[src/rtl/assert_macros.svh]
// Assertion macros used by the fault monitor top level.
`ifndef ASSERT_MACROS_SVH
`define ASSERT_MACROS_SVH

// Same-cycle implication, checked outside reset.
`define BCFM_ASSERT_IMP(label, clk, rst_n, ante, cons) \
  label: assert property (@(posedge clk) disable iff (!rst_n) (ante) |-> (cons)) \
    else $error("bcfm assertion failed");

// Next-cycle implication, checked outside reset.
`define BCFM_ASSERT_NXT(label, clk, rst_n, ante, cons) \
  label: assert property (@(posedge clk) disable iff (!rst_n) (ante) |=> (cons)) \
    else $error("bcfm assertion failed");

`endif

[src/rtl/bcfm_pkg.sv]
// Types, codes and constants of the battery cell fault monitor.
`timescale 1ns / 1ps

package bcfm_pkg;

  localparam int MV_W       = 16;
  localparam int TIME_W     = 32;
  localparam int HZ_W       = 11;
  localparam int CODE_W     = 3;
  localparam int CFG_IDX_W  = 3;
  localparam int CFG_DATA_W = 32;

  // Safety state codes
  typedef enum logic [CODE_W-1:0] {
    CODE_SAFE   = 3'd0,
    CODE_WEAK   = 3'd1,
    CODE_OVER   = 3'd2,
    CODE_SENSOR = 3'd3,
    CODE_RAPID  = 3'd4
  } safety_code_t;

  // Configuration register indexes
  typedef enum logic [CFG_IDX_W-1:0] {
    CFG_WEAK_LIMIT   = 3'd0,
    CFG_OVER_LIMIT   = 3'd1,
    CFG_CHANGE_LIMIT = 3'd2,
    CFG_SENSOR_LOW   = 3'd3,
    CFG_SENSOR_HIGH  = 3'd4,
    CFG_RECOVERY     = 3'd5
  } cfg_index_t;

  // Register reset values
  localparam logic [MV_W-1:0]   RST_WEAK_LIMIT   = 16'd3000;
  localparam logic [MV_W-1:0]   RST_OVER_LIMIT   = 16'd4200;
  localparam logic [MV_W-1:0]   RST_CHANGE_LIMIT = 16'd300;
  localparam logic [MV_W-1:0]   RST_SENSOR_LOW   = 16'd500;
  localparam logic [MV_W-1:0]   RST_SENSOR_HIGH  = 16'd4300;
  localparam logic [TIME_W-1:0] RST_RECOVERY     = 32'd3000;

  // Buzzer tones
  localparam logic [HZ_W-1:0] HZ_SILENT = 11'd0;
  localparam logic [HZ_W-1:0] HZ_CELL   = 11'd1000;
  localparam logic [HZ_W-1:0] HZ_SENSOR = 11'd1500;
  localparam logic [HZ_W-1:0] HZ_RAPID  = 11'd1200;

  // Limits as seen by the datapath
  typedef struct packed {
    logic [MV_W-1:0]   weak_limit_mv;
    logic [MV_W-1:0]   over_limit_mv;
    logic [MV_W-1:0]   change_limit_mv;
    logic [MV_W-1:0]   sensor_low_mv;
    logic [MV_W-1:0]   sensor_high_mv;
    logic [TIME_W-1:0] recovery_delay_ms;
  } cfg_t;

  function automatic logic [HZ_W-1:0] buzzer_hz(input safety_code_t code);
    logic [HZ_W-1:0] hz;
    case (code)
      CODE_WEAK, CODE_OVER: hz = HZ_CELL;
      CODE_SENSOR:          hz = HZ_SENSOR;
      CODE_RAPID:           hz = HZ_RAPID;
      default:              hz = HZ_SILENT;
    endcase
    return hz;
  endfunction

endpackage

[src/rtl/bcfm_ifs.sv]
// Channel interfaces: sample items, result items and register writes.
`timescale 1ns / 1ps

interface bcfm_item_if #(parameter int CELL_COUNT = 4);
  import bcfm_pkg::*;
  logic                             valid;
  logic                             ready;
  logic [TIME_W-1:0]                now_ms;
  logic [CELL_COUNT-1:0][MV_W-1:0]  cell_mv;

  modport source (output valid, output now_ms, output cell_mv, input ready);
  modport sink   (input valid, input now_ms, input cell_mv, output ready);
endinterface

interface bcfm_result_if;
  import bcfm_pkg::*;
  logic              valid;
  logic              ready;
  logic [CODE_W-1:0] safety_code;
  logic              relay_closed;
  logic              led_lit;
  logic [HZ_W-1:0]   buzzer_hz;

  modport source (output valid, output safety_code, output relay_closed,
                  output led_lit, output buzzer_hz, input ready);
  modport sink   (input valid, input safety_code, input relay_closed,
                  input led_lit, input buzzer_hz, output ready);
endinterface

interface bcfm_cfg_if;
  import bcfm_pkg::*;
  logic                  valid;
  logic                  ready;
  logic [CFG_IDX_W-1:0]  index;
  logic [CFG_DATA_W-1:0] data;

  modport source (output valid, output index, output data, input ready);
  modport sink   (input valid, input index, input data, output ready);
endinterface

[src/rtl/bcfm_cfg_regs.sv]
// Configuration register file of the fault monitor.
`timescale 1ns / 1ps

module bcfm_cfg_regs (
  input  logic           clk,
  input  logic           rst_n,
  bcfm_cfg_if.sink       cfg_ch,
  output bcfm_pkg::cfg_t cfg
);
  import bcfm_pkg::*;

  cfg_t cfg_r;

  // Writes are always taken; unknown indexes are dropped
  assign cfg_ch.ready = 1'b1;
  assign cfg          = cfg_r;

  always_ff @(posedge clk) begin
    if (!rst_n) begin
      cfg_r.weak_limit_mv     <= RST_WEAK_LIMIT;
      cfg_r.over_limit_mv     <= RST_OVER_LIMIT;
      cfg_r.change_limit_mv   <= RST_CHANGE_LIMIT;
      cfg_r.sensor_low_mv     <= RST_SENSOR_LOW;
      cfg_r.sensor_high_mv    <= RST_SENSOR_HIGH;
      cfg_r.recovery_delay_ms <= RST_RECOVERY;
    end else if (cfg_ch.valid) begin
      case (cfg_index_t'(cfg_ch.index))
        CFG_WEAK_LIMIT:   cfg_r.weak_limit_mv     <= cfg_ch.data[MV_W-1:0];
        CFG_OVER_LIMIT:   cfg_r.over_limit_mv     <= cfg_ch.data[MV_W-1:0];
        CFG_CHANGE_LIMIT: cfg_r.change_limit_mv   <= cfg_ch.data[MV_W-1:0];
        CFG_SENSOR_LOW:   cfg_r.sensor_low_mv     <= cfg_ch.data[MV_W-1:0];
        CFG_SENSOR_HIGH:  cfg_r.sensor_high_mv    <= cfg_ch.data[MV_W-1:0];
        CFG_RECOVERY:     cfg_r.recovery_delay_ms <= cfg_ch.data[TIME_W-1:0];
        default: ;
      endcase
    end
  end

endmodule

[src/rtl/battery_cell_fault_monitor_top.sv]
// Top level of the battery cell fault monitor: sample checks, state and outputs.
//
//   channel  direction  carries
//   -------  ---------  ------------------------------------------------
//   in_ch    sink       now_ms, cell_mv[CELL_COUNT] (one sample item)
//   out_ch   source     safety_code, relay_closed, led_lit, buzzer_hz
//   cfg_ch   sink       index, data (register write, always ready)
//
// One item per cycle sustained while out_ch is ready; a result leaves through the
// sample register, then the result register. The state update and all cell
// compares sit between those two registers in one pass.
// Reset (rst_n low, synchronous) restores the default limits, safe state,
// first-sample flag and stopped timer. A stalled result holds the pipe; the
// sample register still takes an item whenever it is empty.
`timescale 1ns / 1ps
`include "assert_macros.svh"

module battery_cell_fault_monitor_top #(
  parameter int CELL_COUNT = 4
) (
  input  logic         clk,
  input  logic         rst_n,
  bcfm_cfg_if.sink     cfg_ch,
  bcfm_item_if.sink    in_ch,
  bcfm_result_if.source out_ch
);
  import bcfm_pkg::*;

  typedef logic [CELL_COUNT-1:0][MV_W-1:0] cells_t;

  cfg_t cfg;

  // Sample register
  logic              s1_valid_r;
  logic [TIME_W-1:0] s1_now_r;
  cells_t            s1_cells_r;

  // Monitor state
  safety_code_t      safety_r, safety_nxt;
  cells_t            prior_r, prior_nxt;
  logic              first_r, first_nxt;
  logic              timer_run_r, timer_run_nxt;
  logic [TIME_W-1:0] timer_start_r, timer_start_nxt;

  // Result register
  logic              out_valid_r;
  safety_code_t      out_code_r;
  logic              out_relay_r;
  logic              out_led_r;
  logic [HZ_W-1:0]   out_hz_r;

  // Check results
  logic              range_err, over_any, weak_any, rapid_any;
  logic [CELL_COUNT-1:0] diff_big, upd_mask;
  safety_code_t      fault;
  logic [TIME_W-1:0] start_eff, elapsed;

  logic in_accept, advance;

  bcfm_cfg_regs u_cfg (
    .clk    (clk),
    .rst_n  (rst_n),
    .cfg_ch (cfg_ch),
    .cfg    (cfg)
  );

  // Handshake: the sample moves on when the result register is free
  assign advance      = s1_valid_r && (!out_valid_r || out_ch.ready);
  assign in_ch.ready  = !s1_valid_r || advance;
  assign in_accept    = in_ch.valid && in_ch.ready;

  always_ff @(posedge clk) begin
    if (!rst_n) begin
      s1_valid_r <= 1'b0;
    end else if (in_accept) begin
      s1_valid_r <= 1'b1;
    end else if (advance) begin
      s1_valid_r <= 1'b0;
    end
  end

  always_ff @(posedge clk) begin
    if (in_accept) begin
      s1_now_r   <= in_ch.now_ms;
      s1_cells_r <= in_ch.cell_mv;
    end
  end

  // Per-cell compares, all in parallel
  always_comb begin
    logic [MV_W-1:0] mv;
    logic [MV_W-1:0] diff;
    range_err = 1'b0;
    over_any  = 1'b0;
    weak_any  = 1'b0;
    for (int i = 0; i < CELL_COUNT; i++) begin
      mv   = s1_cells_r[i];
      diff = (mv >= prior_r[i]) ? (mv - prior_r[i]) : (prior_r[i] - mv);
      diff_big[i] = diff > cfg.change_limit_mv;
      if (mv < cfg.sensor_low_mv || mv > cfg.sensor_high_mv) range_err = 1'b1;
      if (mv > cfg.over_limit_mv) over_any = 1'b1;
      if (mv < cfg.weak_limit_mv) weak_any = 1'b1;
    end
  end

  // Prior readings refresh up to and including the first rapid cell
  always_comb begin
    logic blocked;
    blocked = 1'b0;
    for (int i = 0; i < CELL_COUNT; i++) begin
      upd_mask[i] = !blocked;
      if (diff_big[i]) blocked = 1'b1;
    end
  end

  // Prior readings, first-sample flag and fault priority
  always_comb begin
    prior_nxt = prior_r;
    first_nxt = first_r;
    rapid_any = 1'b0;
    if (!range_err) begin
      if (first_r) begin
        prior_nxt = s1_cells_r;
        first_nxt = 1'b0;
      end else begin
        for (int i = 0; i < CELL_COUNT; i++) begin
          if (upd_mask[i]) prior_nxt[i] = s1_cells_r[i];
        end
        rapid_any = |diff_big;
      end
    end

    if (range_err)      fault = CODE_SENSOR;
    else if (rapid_any) fault = CODE_RAPID;
    else if (over_any)  fault = CODE_OVER;
    else if (weak_any)  fault = CODE_WEAK;
    else                fault = CODE_SAFE;
  end

  // Recovery timer: elapsed time wraps modulo 2^32
  assign start_eff = timer_run_r ? timer_start_r : s1_now_r;
  assign elapsed   = s1_now_r - start_eff;

  always_comb begin
    if (fault != CODE_SAFE) begin
      timer_run_nxt   = 1'b0;
      timer_start_nxt = '0;
      safety_nxt      = fault;
    end else begin
      timer_run_nxt   = 1'b1;
      timer_start_nxt = start_eff;
      safety_nxt      = (elapsed >= cfg.recovery_delay_ms) ? CODE_SAFE : safety_r;
    end
  end

  // State update once per item
  always_ff @(posedge clk) begin
    if (!rst_n) begin
      safety_r      <= CODE_SAFE;
      prior_r       <= '0;
      first_r       <= 1'b1;
      timer_run_r   <= 1'b0;
      timer_start_r <= '0;
    end else if (advance) begin
      safety_r      <= safety_nxt;
      prior_r       <= prior_nxt;
      first_r       <= first_nxt;
      timer_run_r   <= timer_run_nxt;
      timer_start_r <= timer_start_nxt;
    end
  end

  // Result register
  always_ff @(posedge clk) begin
    if (!rst_n) begin
      out_valid_r <= 1'b0;
    end else if (advance) begin
      out_valid_r <= 1'b1;
    end else if (out_ch.ready) begin
      out_valid_r <= 1'b0;
    end
  end

  always_ff @(posedge clk) begin
    if (advance) begin
      out_code_r  <= safety_nxt;
      out_relay_r <= (safety_nxt == CODE_SAFE);
      out_led_r   <= (safety_nxt != CODE_SAFE);
      out_hz_r    <= buzzer_hz(safety_nxt);
    end
  end

  assign out_ch.valid        = out_valid_r;
  assign out_ch.safety_code  = out_code_r;
  assign out_ch.relay_closed = out_relay_r;
  assign out_ch.led_lit      = out_led_r;
  assign out_ch.buzzer_hz    = out_hz_r;

  // Checks
  `BCFM_ASSERT_IMP(a_no_overwrite, clk, rst_n, s1_valid_r && !advance, !in_ch.ready)
  `BCFM_ASSERT_NXT(a_fault_stops_timer, clk, rst_n,
                   advance && fault != CODE_SAFE, !timer_run_r && safety_r != CODE_SAFE)
  `BCFM_ASSERT_NXT(a_first_cleared, clk, rst_n, advance && !range_err, !first_r)
  `BCFM_ASSERT_NXT(a_timer_holds, clk, rst_n,
                   advance && timer_run_r && fault == CODE_SAFE, $stable(timer_start_r))
  `BCFM_ASSERT_IMP(a_relay_led, clk, rst_n, out_valid_r,
                   out_relay_r != out_led_r && out_relay_r == (out_hz_r == HZ_SILENT))

endmodule
[src/flat_wrapper.sv]
// flat-port wrapper written by rule: the top's interface ports become plain ports
module battery_cell_fault_monitor_top_flat import bcfm_pkg::*;
#(
  parameter int CELL_COUNT = 4
)
  (clk, rst_n, cfg_ch_valid, cfg_ch_index, cfg_ch_data, cfg_ch_ready, in_ch_valid, in_ch_now_ms, in_ch_cell_mv, in_ch_ready, out_ch_valid, out_ch_safety_code, out_ch_relay_closed, out_ch_led_lit, out_ch_buzzer_hz, out_ch_ready);
  bcfm_cfg_if cfg_ch_i ();
  bcfm_item_if #(.CELL_COUNT(CELL_COUNT)) in_ch_i ();
  bcfm_result_if out_ch_i ();
  input  logic clk;
  input  logic rst_n;
  input wire logic [$bits(cfg_ch_i.valid)-1:0] cfg_ch_valid;
  input wire logic [$bits(cfg_ch_i.index)-1:0] cfg_ch_index;
  input wire logic [$bits(cfg_ch_i.data)-1:0] cfg_ch_data;
  output wire logic [$bits(cfg_ch_i.ready)-1:0] cfg_ch_ready;
  input wire logic [$bits(in_ch_i.valid)-1:0] in_ch_valid;
  input wire logic [$bits(in_ch_i.now_ms)-1:0] in_ch_now_ms;
  input wire logic [$bits(in_ch_i.cell_mv)-1:0] in_ch_cell_mv;
  output wire logic [$bits(in_ch_i.ready)-1:0] in_ch_ready;
  output wire logic [$bits(out_ch_i.valid)-1:0] out_ch_valid;
  output wire logic [$bits(out_ch_i.safety_code)-1:0] out_ch_safety_code;
  output wire logic [$bits(out_ch_i.relay_closed)-1:0] out_ch_relay_closed;
  output wire logic [$bits(out_ch_i.led_lit)-1:0] out_ch_led_lit;
  output wire logic [$bits(out_ch_i.buzzer_hz)-1:0] out_ch_buzzer_hz;
  input wire logic [$bits(out_ch_i.ready)-1:0] out_ch_ready;
  assign cfg_ch_i.valid = cfg_ch_valid;
  assign cfg_ch_i.index = cfg_ch_index;
  assign cfg_ch_i.data = cfg_ch_data;
  assign cfg_ch_ready = cfg_ch_i.ready;
  assign in_ch_i.valid = in_ch_valid;
  assign in_ch_i.now_ms = in_ch_now_ms;
  assign in_ch_i.cell_mv = in_ch_cell_mv;
  assign in_ch_ready = in_ch_i.ready;
  assign out_ch_valid = out_ch_i.valid;
  assign out_ch_safety_code = out_ch_i.safety_code;
  assign out_ch_relay_closed = out_ch_i.relay_closed;
  assign out_ch_led_lit = out_ch_i.led_lit;
  assign out_ch_buzzer_hz = out_ch_i.buzzer_hz;
  assign out_ch_i.ready = out_ch_ready;
  battery_cell_fault_monitor_top #(.CELL_COUNT(CELL_COUNT)) u_core (.clk(clk), .rst_n(rst_n), .cfg_ch(cfg_ch_i), .in_ch(in_ch_i), .out_ch(out_ch_i));
endmodule
[config.mk]
export PLATFORM = sky130hd
export DESIGN_NAME = battery_cell_fault_monitor_top_flat
export DESIGN_NICKNAME = d
export VERILOG_FILES = /design/src/rtl/bcfm_pkg.sv /design/src/rtl/bcfm_ifs.sv /design/src/rtl/bcfm_cfg_regs.sv /design/src/rtl/battery_cell_fault_monitor_top.sv /design/src/flat_wrapper.sv
export VERILOG_INCLUDE_DIRS = /design/src /design/src/rtl
export SDC_FILE = /design/constraint.sdc
export NUM_CORES = 1
export LEC_CHECK = 0
export BUFFER_PORTS_ARGS = -buffer_cell sky130_fd_sc_hd__buf_2
export CORE_MARGIN = 1.5
export CORE_UTILIZATION = 40
export DETAILED_ROUTE_END_ITERATION = 12
export PLACE_DENSITY_LB_ADDON = 0.12
export SLEW_MARGIN = 10
export SYNTH_ARGS = -nofsm -noshare
export SYNTH_HDL_FRONTEND = slang
export SYNTH_SLANG_ARGS = --single-unit
[constraint.sdc]
create_clock -name clk -period 10.48 [get_ports clk]
set_clock_uncertainty 0.1 [all_clocks]
set_input_delay 1.048 -clock clk [delete_from_list [all_inputs] [get_ports clk]]
set_output_delay 1.048 -clock clk [all_outputs]
set_load 0.05 [all_outputs]
==> run_results.csv <==
group,metric,value,unit
min_path,worst_hold_path.num_cells,2,
cts,cts-root-buf,"clkbuf_16",
worst_setup_path,critical_path_arrival,8.03,ns
placed_design,portBuffers,151,
min_path,hp-start,"u_core.u_cfg.cfg[25]",
synth,synth-seq-cells,322,
sta,setup_ws,2.86,ns
global_route,grt_pass1_vias,22800,
worst_setup_path,path_class,"reg2reg",
sta,fmax,131,MHz
worst_setup_path,reg2reg_setup_slack,2.86,ns
cts,postCtsHoldBufs,0,
routing,drc,0,
synth,syn_area_per_cell,8.81,um^2
min_path,min_to,"u_core.u_cfg.cfg[25]",
global_route,grt_max_degree,94,
power_and_ir_drop,power.density,119,nW/um^2
global_route,overflow,0,
layout,post-route-util,0.448,
power_and_ir_drop,combPwrFrac,0.216,
sta,setup_viol,0,
routing,ant_nets,0,
sta,relSlewSlack,0.244,
synth,async_flop_share,0,
synth,synth_cell_types,78,
cts,clk_pin_slew_worst_paths,0.06,ns
cts,post_cts_buffers,0,
cts,cts.sinks,322,
synth,yosys-top-cells-count,"ha_1 (499), nand2_1 (323), inv_1 (287), a21oi_1 (224), dfxtp_1 (215)",
layout,fillers,6498,
routing,wirelength,90000,um
synth,synth_top_area_cell,"ha_1",
status,status,"finished clean",
cts,tritoncts,"yes",
worst_setup_path,r2r_end,"u_core.timer_start_r[11]",
synth,synth.top_cells.by_area,"ha_1 (23%), dfxtp_1 (16%), edfxtp_1 (12%)",
global_route,grt_pass1_wl,135000,um
placed_design,placed_cell_area,28300,um^2
worst_setup_path,startpoint_type,"register",
layout,layout.nets,3782,
min_path,hp-class,"reg2reg",
run,maxCapViolations,0,
sta,finalCriticalPeriod,7.62,ns
floorplanning,coreArea,66100,um^2
cts,ctsLongestPathBuffers,3,
placed_design,dp_hpwl,67700,um
floorplanning,die_h,262,um
cts,htree_levels,2,
worst_setup_path,required,10.90,ns
sta,setup-tns-final,0,ns
layout,fin_area,29600,um^2
layout,register_area,7520,um^2
sta,maxSlewViolCount,0,
floorplanning,die_w,262,um
worst_setup_path,endpoint_kind,"register",
floorplanning,num_rows,94,
power_and_ir_drop,power.switching,1100,uW
synth,synth_ff_type,"dfxtp_1",
cts,clk_latency,0.59,ns
global_route,grt_usage,0.260,
routing,vias,23000,
worst_setup_path,critPathMaxFanout,31,
floorplanning,ioPinCount,155,
worst_setup_path,r2r_cells,26,
routing,dr.pass1.iters,5,
sta,tightest_slew,1.11,ns
synth,synth_top_cell_area_share,0.233,
floorplanning,dieArea,68600,um^2
layout,final_layout_size_suffix_gt1_frac,0.0839,
floorplanning,start_util,0.406,
synth,synth.most_common_cell,"ha_1",
layout,multiInputGateArea,17800,um^2
global_route,antenna_found_initial,6,
power_and_ir_drop,seqPwrFrac,0.393,
cts,post_cts_resized,0,
routing,routedWlPerCell,22.3,um
layout,area_growth,10.5,%
synth,syn_inst,3043,
power_and_ir_drop,clkPwrFrac,0.392,
sta,timing.final.crit_share,0.727,
synth,ys_seq_area_frac,0.280,
routing,drt_iter0_drc,1485,
placed_design,place_ws,2.88,ns
cts,numCtsBuffers,40,
placed_design,gp_congestion,0.958,
power_and_ir_drop,p_leak,0.0126,uW
routing,drt-vias-per-instance,5.70,
synth,ys_warn_count,0,
synth,syn_area,26800,um^2
synth,synth_edf_count,107,
sta,rsz0062_at_grt,"no",
sta,fin_hold_ws,0.364,ns
power_and_ir_drop,p_int,2450,uW
power_and_ir_drop,vdd_drop_max,0.125,mV
power_and_ir_drop,switching_share,0.309,
sta,finalHoldViolations,0,
worst_setup_path,r2r_start,"u_core.s1_cells_r[0]",
## per-layer routing
metal / up-vias / GRT usage / routed length (um)
met2: 598 / 0.430 / 41400
met1: 11100 / 0.337 / 39700
met5: - / 0 / 7
met3: 166 / 0.0360 / 4880
met4: 2 / 0.111 / 4020
li1: 11100 / - / -
## sequential cells by signal, summed over array words and instances (netlist names)
register                    cells
u_core.out_ch.valid             1
u_core.s1_valid_r               1
u_core.timer_run_r              1
u_core.prior_r                 64
u_core.s1_cells_r              64
u_core.timer_start_r           32
u_core.s1_now_r                32
u_core.out_ch.led_lit           1
u_core.safety_r                 3
u_core.out_ch.buzzer_hz         6
u_core.out_ch.safety_code       3
u_core.u_cfg.cfg              112
u_core.first_r                  1
u_core.out_ch.relay_closed      1
## worst max-delay path by stage
stage,to,start
2_1_floorplan,u_core.timer_start_r[10],u_core.s1_cells_r[0]
3_3_place_gp,u_core.timer_start_r[4],u_core.s1_cells_r[0]
3_5_place_dp,u_core.timer_start_r[11],u_core.s1_cells_r[0]
4_1_cts,u_core.timer_start_r[11],u_core.s1_cells_r[0]
5_1_grt,u_core.timer_start_r[11],u_core.s1_cells_r[0]
6_report,u_core.timer_start_r[11],u_core.s1_cells_r[0]
## power groups by stage
stage	registers, uW	clock network (uW)	logic [uW]
global placement	1420	0	730
detailed placement	1420	0	753
finish	1390	1390	763
global route	1390	1480	856
floorplan	1390	0	539
CTS	1390	1430	758
## layout make-up
type,instances,share of cell area
Multi-Input combinational cell,2322,0.600
Sequential cell,322,0.254
Clock buffer,52,0.0366
Tap cell,864,0.0365
Inverter,287,0.0364
Timing Repair Buffer,165,0.0291
Clock inverter,21,0.00752
Antenna cell,1,0.0000844
## per-stage QoR
stage	instances	total power, uW
finish	4034	3540
global route	4034	3730
CTS	4033	3580
detailed placement	3960	2170
global placement	3960	2150
floorplan	3044	1930
## cell families (layout without fill, tap and decap cells)
group           Yosys count  after routing  share of synthesized area
compound gates          859            859                      0.216
other cells               2              4                   0.000280
simple gates            770            770                      0.142
flops                   322            322                      0.280
xor+xnor                 88             88                     0.0287
fa+ha+maj               508            508                      0.240
mux                      94             94                     0.0355
buf+inv                 400            525                     0.0580
## layout by cell type (no fill, tap or decap), drive strengths merged, types with 52 or more instances in the layout
cell,n
xnor2,61
a21o,135
nand4,55
edfxtp,107
ha,499
mux2i,84
a21boi,108
dfxtp,215
inv,291
nor2,79
clkbuf,52
o21ai,103
nand2,323
buf,165
a21oi,224
o211ai,54
nor2b,114
## critical path: stages, from the launching register on
cell and delay (ns):
edfxtp_1 0.43, inv_1 0.16, ha_1 0.16, inv_1 0.07, fa_1 0.39, a21o_1 0.19
a2111oi_0 0.47, o41ai_1 0.16, a211oi_1 0.63, nor2_2 0.19, mux2_2 0.33, o311ai_1 0.31
nand4_1 0.16, a221oi_1 0.30, xnor2_1 0.21, ha_1 0.30, nand4_1 0.14, nor4b_1 0.08
a21boi_0 0.12, a211oi_1 0.58, o22ai_1 0.22, nand3b_1 0.55, and4b_1 0.51, nand4_1 0.12
buf_4 0.30, a2bb2oi_1 0.18, nor2b_1 0.16
Note: power is estimated with default switching activity, not from simulation.
